## src/sv/bis_pkg.sv

```systemverilog
// ----------------------------------------------------------------------------
// bis_pkg
// Shared types and constants of the bounded integer stack: operation codes,
// controller states and the command and status groups between controller
// and datapath.
// ----------------------------------------------------------------------------
package bis_pkg;

  localparam int ModeW  = 3;
  localparam int DataW  = 32;
  localparam int CountW = 9;

  localparam logic [ModeW-1:0] MODE_PUSH   = 3'd0;
  localparam logic [ModeW-1:0] MODE_POP    = 3'd1;
  localparam logic [ModeW-1:0] MODE_PEEK   = 3'd2;
  localparam logic [ModeW-1:0] MODE_CLEAR  = 3'd3;
  localparam logic [ModeW-1:0] MODE_SEARCH = 3'd4;

  localparam logic [CountW-1:0] CAP_RESET = 9'd256;

  typedef enum logic [2:0] {
    ST_IDLE,
    ST_EXEC,
    ST_READ,
    ST_SCAN,
    ST_DONE
  } bis_state_t;

  typedef struct packed {
    logic take;
    logic set_err;
    logic push;
    logic pop;
    logic clear;
    logic rd_top;
    logic scan_start;
    logic scan_step;
    logic data_load;
    logic found_load;
    logic out_load;
  } bis_cmd_t;

  typedef struct packed {
    logic [ModeW-1:0] op;
    logic             empty;
    logic             full;
    logic             match;
    logic             scan_last;
    logic             out_free;
  } bis_stat_t;

endpackage

```

## src/sv/bis_ctrl.sv

```systemverilog
// ----------------------------------------------------------------------------
// bis_ctrl
// Controller of the bounded integer stack: takes one item at a time, steps
// the datapath through the operation and hands the result to the output.
// ----------------------------------------------------------------------------
module bis_ctrl (
  input  logic                clk,
  input  logic                rst,
  input  logic                in_valid,
  output logic                in_stall,
  input  bis_pkg::bis_stat_t  stat,
  output bis_pkg::bis_cmd_t   cmd
);

  import bis_pkg::*;

  bis_state_t state;
  bis_state_t state_next;

  always_ff @(posedge clk) begin
    if (rst) begin
      state <= ST_IDLE;
    end else begin
      state <= state_next;
    end
  end

  always_comb begin
    state_next = state;
    cmd        = '0;
    in_stall   = (state != ST_IDLE);
    case (state)
      ST_IDLE: begin
        if (in_valid) begin
          cmd.take   = 1'b1;
          state_next = ST_EXEC;
        end
      end
      ST_EXEC: begin
        state_next = ST_DONE;
        case (stat.op)
          MODE_PUSH: begin
            if (stat.full) begin
              cmd.set_err = 1'b1;
            end else begin
              cmd.push = 1'b1;
            end
          end
          MODE_POP: begin
            if (stat.empty) begin
              cmd.set_err = 1'b1;
            end else begin
              cmd.rd_top = 1'b1;
              cmd.pop    = 1'b1;
              state_next = ST_READ;
            end
          end
          MODE_PEEK: begin
            if (stat.empty) begin
              cmd.set_err = 1'b1;
            end else begin
              cmd.rd_top = 1'b1;
              state_next = ST_READ;
            end
          end
          MODE_CLEAR: begin
            cmd.clear = 1'b1;
          end
          MODE_SEARCH: begin
            if (!stat.empty) begin
              cmd.rd_top     = 1'b1;
              cmd.scan_start = 1'b1;
              state_next     = ST_SCAN;
            end
          end
          default: begin
            state_next = ST_DONE;
          end
        endcase
      end
      ST_READ: begin
        cmd.data_load = 1'b1;
        state_next    = ST_DONE;
      end
      ST_SCAN: begin
        if (stat.match) begin
          cmd.found_load = 1'b1;
          state_next     = ST_DONE;
        end else if (stat.scan_last) begin
          state_next = ST_DONE;
        end else begin
          cmd.scan_step = 1'b1;
        end
      end
      ST_DONE: begin
        if (stat.out_free) begin
          cmd.out_load = 1'b1;
          state_next   = ST_IDLE;
        end
      end
      default: begin
        state_next = ST_IDLE;
      end
    endcase
  end

endmodule

```

## config.mk

```make
export PLATFORM = sky130hd
export DESIGN_NAME = bis_ctrl
export DESIGN_NICKNAME = d
export VERILOG_FILES = /design/src/sv/bis_pkg.sv /design/src/sv/bis_ctrl.sv
export SDC_FILE = /design/constraint.sdc
export NUM_CORES = 1
export LEC_CHECK = 0
export BUFFER_PORTS_ARGS = -buffer_cell sky130_fd_sc_hd__buf_2
export CORE_AREA = 5 5 42 44
export CTS_CLUSTER_DIAMETER = 200
export CTS_CLUSTER_SIZE = 20
export DETAILED_ROUTE_END_ITERATION = 12
export DIE_AREA = 0 0 47 49
export GPL_TIMING_DRIVEN = 0
export RECOVER_POWER = 100
export SLEW_MARGIN = 20
export SYNTH_ARGS = -nofsm -noshare
export SYNTH_HDL_FRONTEND = slang
export SYNTH_SLANG_ARGS = --single-unit
```

## constraint.sdc

```tcl
create_clock -name clk -period 1.3 [get_ports clk]
set_input_delay 0.065 -clock clk [delete_from_list [all_inputs] [get_ports clk]]
set_output_delay 0.065 -clock clk [all_outputs]
set_load 0.02 [all_outputs]
```

==> flow_summary.json, run 1 <==
{
  "drive_above_1_share_pct": 70.4,
  "grt_pass1_vias": 398,
  "yosysTopAreaCell": "dfxtp_1",
  "placedInstanceArea_sq_um": 495,
  "synthAdderAreaFrac_pct": 0,
  "ys_seq_elements": 3,
  "yosysMostFrequentCell": "nor2_1",
  "fin_ws_ns": -0.285,
  "ctsHtreeMaxLevel": 1,
  "r2r_cells": 7,
  "portBuffers": 21,
  "power.share.sequential_pct": 23.9,
  "timing.hold.ws_ns": 0.0119,
  "synth.top_cells.by_count": "nor2_1 (8), dfxtp_1 (3)",
  "post_synth.cell_area_avg_sq_um": 7.89,
  "grt.total_usage_pct": 9.49,
  "fill_cells": 145,
  "peakVddDrop_v": 0.000433,
  "clk_pin_slew_ns": 0.04,
  "setup_violations": 13,
  "cp.required_ns": 1.24,
  "regToRegSetupSlack_ns": -0.02,
  "netlist_area_sq_um": 332,
  "diodes": 0,
  "rsz0062_at_grt": "true",
  "maxCapViolations": 0,
  "numCtsBuffers": 3,
  "wirelength_microns": 1050,
  "synth_compound_area_share_pct": 17.4,
  "synth_area_leaders": "dfxtp_1 (18%), nor2_1 (9.1%), nor4b_4 (7.2%)",
  "pwr-share-clk_pct": 37.4,
  "yosys.area_share.simple_pct": 51.7,
  "coreArea_sq_um": 1400,
  "combinationalPowerShare_pct": 38.7,
  "hold_depth": 2,
  "drt-wirelength-per-cell_microns": 12.1,
  "finClkSkew_ns": 0.00246,
  "power.leakage_nw": 0.292,
  "synth_nets": 53,
  "dr_total_vias": 422,
  "fmax_mhz": 631,
  "arrival_ns": 1.52,
  "nets": 83,
  "syn_to_final_growth_pct": 100,
  "fin_area_sq_um": 663,
  "grt_overflow": 0,
  "endpoint": "cmd[4]",
  "synth_top_cell_area_share_pct": 18.1,
  "period_share_pct": 122,
  "final.setup.tns_ns": -1.76,
  "die_w_microns": 47,
  "r2r_end": "state[1]",
  "hold_viol": 0,
  "reg_top3": "state: 3 flops",
  "syn_inst": 42,
  "synth_xor_area_share_pct": 2.64,
  "grt_first_pass_wirelength_microns": 1660,
  "synth_top_family_by_area": "simple AND/OR/NAND/NOR gates",
  "power_density_nw_per_um2": 667,
  "status": "finished, violations left",
  "largest_register_ffs": 3,
  "yosys_most_used_dff": "dfxtp_1",
  "clkSinkCount": 3,
  "place.gp.congestion": 0.661,
  "drtPass1Iterations": 3,
  "seq_area_frac_synth_pct": 18.1,
  "ant_nets": 0,
  "synth_edf_count": 0,
  "chipHeight_microns": 49,
  "p_sw_w": 0.000146,
  "endpoint_kind": "output port",
  "post-route-min-period_ns": 1.58,
  "crit_start": "state[2]",
  "viasPerCell": 4.85,
  "hp-class": "in -> reg",
  "yosysUniqueCellTypes": 27,
  "worstReg2RegStart": "state[2]",
  "violations": "negative setup slack",
  "grt_max_degree": 10,
  "finalMaxSlewViolations": 0,
  "row_count": 14,
  "criticalPathCategory": "reg -> out",
  "clock_latency_ns": 0.23,
  "fin_total_pwr_w": 0.000442,
  "intPower_w": 0.000297,
  "cts_tree": "done",
  "clockBufferDepth": 2,
  "synthArstFlopShare_pct": 0,
  "swShare_pct": 32.9,
  "synth_warnings": 0,
  "dr.first_iter.drc_count": 7,
  "io_pins": 23,
  "start_util_pct": 23.7,
  "route.detailed.drc": 0,
  "cp_max_fo": 2,
  "max_slew_margin_pct": 69.0,
  "max_flop_register": "state",
  "cts_root_buffer": "clkbuf_4",
  "die-area_sq_um": 2300,
  "antenna_found_initial": 0,
  "start_kind": "flip-flop",
  "dp_hpwl_microns": 726,
  "tightest_slew_ns": 0.460,
  "yosys-mux-area-fraction_pct": 3.02
}
==> power by group through the flow <==
| stage | clock (W) | combinational (W) | sequential, W |
|---|---|---|---|
| 3_5_place_dp | 0 | 0.000130 | 0.000107 |
| 5_1_grt | 0.000190 | 0.000187 | 0.000107 |
| 4_1_cts | 0.000166 | 0.000154 | 0.000105 |
| 2_1_floorplan | 0 | 0.0000861 | 0.000105 |
| 6_report | 0.000165 | 0.000171 | 0.000106 |
| 3_3_place_gp | 0 | 0.000128 | 0.000106 |
==> final cells by class <==
type	instances	area (sq um)	share of cell area (%)
flip-flops and latches	3	67.6	10.2
plain buffers	1	5.00	0.755
clock buffers	4	26.3	3.96
well taps	16	20.0	3.02
multi-input cells	35	332	50.0
repair buffers	26	205	30.9
inverters	2	7.51	1.13
==> worst min-delay path by stage <==
stage          startpoint       end
6_report              rst  state[2]
2_1_floorplan         rst  state[2]
3_3_place_gp          rst  state[2]
3_5_place_dp          rst  state[2]
4_1_cts               rst  state[2]
5_1_grt               rst  state[2]
==> cells by family after synthesis <==
| logic type | count (synthesis) |
|---|---|
| and+or+nand+nor | 25 |
| AOI/OAI and AO/OA | 8 |
| buffers and inverters | 4 |
| DFF | 3 |
| xor gates and xnor gates | 1 |
| muxes | 1 |
==> stage by stage <==
step / instances / util, % / setup WS [ns]
5_1_grt: 87 / 47.3 / -0.349
6_report: 87 / 47.3 / -0.285
2_1_floorplan: 42 / - / -0.219
3_5_place_dp: 79 / 35.4 / -0.210
4_1_cts: 85 / 41.9 / -0.289
3_3_place_gp: 79 / 35.4 / -0.172
==> critical path, stage by stage, from the launching register on <==
cell	delay, ns
dfxtp_4	0.33
nand2b_4	0.13
or3_4	0.38
nor4b_4	0.25
buf_4	0.19
==> cells in the final DEF, fill, tap and decap left out, drive strengths merged, types with 2 or more instances in the layout <==
master,n
buf,27
nor2,8
clkbuf,4
or3,3
dfxtp,3
inv,2
o21ai,2
nor4,2
nand2,2
nor3,2
and3,2
o21ba,2
==> per-layer routing <==
metal  up-vias  routed length (microns)  share of wire [%]  global-route usage, %
li1        212                        -                  -                      -
met1       190                      460                 44                   13.1
met2        20                      483                 46                   14.0
met3         0                      109                 10                   3.69
met4         0                        0                  0                   1.38
met5         -                        0                  0                      0
==> timing repair <==
item / CTS / global route
setup buffers: 3 / 3
resized for setup: 18 / 17
setup endpoints to repair: 10 / 14
hold buffers: 0 / 0
pin swaps: 6 / 6
Note: power is estimated with default switching activity, not from simulation.
==> run 2, diff against run 1 <==
CTS_BUF_LIST = sky130_fd_sc_hd__clkbuf_4 sky130_fd_sc_hd__clkbuf_8   (was not set)
SETUP_SLACK_MARGIN = 0.1   (was not set)
SKIP_LAST_GASP = 1   (was not set)
==> run 2 against run 1 <==
The run still ends with negative setup slack left; global-route usage is 0.77 points higher; sequential share of layout area down 1.1 points; clock-buffer cell count is the same; sequential cell count stayed put; total power rose by 8.8%; final cell count is 4.6% higher.
==> flow_summary.json, run 2 (synthesis gave the netlist of run 1 again) <==
{
  "io_pins": 23,
  "clock_latency_ns": 0.23,
  "reg_top3": "state: 3 flops",
  "start_util_pct": 23.7,
  "dr_total_vias": 445,
  "cp.required_ns": 1.24,
  "top_layer": "met3",
  "ant_nets": 0,
  "setup_violations": 13,
  "endpoint_kind": "output port",
  "place.gp.congestion": 0.693,
  "coreArea_sq_um": 1400,
  "final_cell_mix": "buf_6 (12), buf_2 (10), buf_4 (8)",
  "grt_overflow": 0,
  "status": "finished, violations left",
  "power_density_nw_per_um2": 661,
  "power.leakage_nw": 0.318,
  "portBuffers": 21,
  "numCtsBuffers": 3,
  "period_share_pct": 119,
  "cp_max_fo": 4,
  "criticalPathCategory": "reg -> out",
  "tightest_slew_ns": 0.438,
  "drtPass1Iterations": 3,
  "largest_register_ffs": 3,
  "nets": 87,
  "finClkSkew_ns": 0.00476,
  "route.met3.wl_microns": 89,
  "chipHeight_microns": 49,
  "max_stage_delay_ns": 0.42,
  "start_kind": "flip-flop",
  "viasPerCell": 4.89,
  "timing.hold.ws_ns": 0.0133,
  "dp_hpwl_microns": 750,
  "grt.total_usage_pct": 10.3,
  "hold_viol": 0,
  "clkSinkCount": 3,
  "final.setup.tns_ns": -1.64,
  "fin_ws_ns": -0.246,
  "met1_length_microns": 444,
  "met2_length_microns": 601,
  "route.detailed.drc": 0,
  "clk_pin_slew_ns": 0.04,
  "wirelength_microns": 1130,
  "ctsHtreeMaxLevel": 1,
  "clockBufferDepth": 2,
  "maxCapViolations": 0,
  "fin_total_pwr_w": 0.000481,
  "grt_pass1_vias": 435,
  "rsz0062_at_grt": "true",
  "violations": "negative setup slack",
  "layout_commonest_cell": "buf_6",
  "grt_max_degree": 10,
  "post-route-min-period_ns": 1.55,
  "peakVddDrop_v": 0.000581,
  "cts_tree": "done",
  "drive_above_1_share_pct": 76.0,
  "max_flop_register": "state",
  "syn_to_final_growth_pct": 120,
  "worstPathCellList": "nand2b_4 > or3_4 > nor4_4 > buf_4",
  "diodes": 0,
  "arrival_ns": 1.48,
  "die_w_microns": 47,
  "dr.first_iter.drc_count": 5,
  "grt_first_pass_wirelength_microns": 1810,
  "finalMaxSlewViolations": 0,
  "antenna_found_initial": 0,
  "cts_root_buffer": "clkbuf_4",
  "slowest_stage": "or3_4",
  "max_slew_margin_pct": 70.5,
  "die-area_sq_um": 2300,
  "row_count": 14,
  "hp-class": "in -> reg",
  "drt-wirelength-per-cell_microns": 12.5,
  "fmax_mhz": 647
}
-- run 2: stage by stage --
step                instance area, sq um  cells  utilization (%)  setup WS, ns
finish                               728     91             52.0        -0.246
global route                         728     91             52.0        -0.320
CTS                                  647     89             46.2        -0.293
detailed placement                   507     79             36.2        -0.213
global placement                     507     79             36.2        -0.177
floorplan                            382     42                -        -0.219
-- run 2: power breakdown --
group          leakage (nW)  internal, W  total [W]  switching (W)
Clock                0.0184     0.000136   0.000182      0.0000467
Sequential           0.0261    0.0000980   0.000104     0.00000583
Combinational         0.273    0.0000970   0.000195      0.0000979
-- run 2: routing by layer --
metal | up-vias | track usage [%]
li1 | 222 | -
met3 | 0 | 4.06
met2 | 17 | 16.1
met1 | 206 | 12.7
met5 | - | 0
met4 | 0 | 2.76
-- run 2: cell type report --
| class | count | area (sq um) |
|---|---|---|
| multi-input combinational | 35 | 355 |
| fill | 137 | 673 |
| sequential | 3 | 66.3 |
| tap | 16 | 20.0 |
| timing repair buffer | 30 | 244 |
| clock buffer | 4 | 30.0 |
| buffer | 1 | 5.00 |
| inverter | 2 | 7.51 |
-- run 2: worst paths after layout --
path	from	end	slack, ns	cells past startpoint
worst max-delay path	state[2]	cmd[7]	-0.25	4
worst min-delay path	rst	state[2]	0.01	2
worst max register to register	state[2]	state[0]	-0.03	5
worst min register to register	state[1]	state[2]	0.67	3
-- run 2: repair_timing --
action                                  CTS  global route
buffers inserted                          6             4
endpoints found under the setup margin   13            15
pin swaps                                 4             7
hold buffers                              0             0
resized for setup                        21            19
-- run 2: worst max-delay path, delay by kind of cell, from the launching register on --
family / cells / cell delay [ns]
AND/OR/NAND/NOR: 3 / 0.77
flip-flops: 1 / 0.31
buffers and inverters: 1 / 0.18
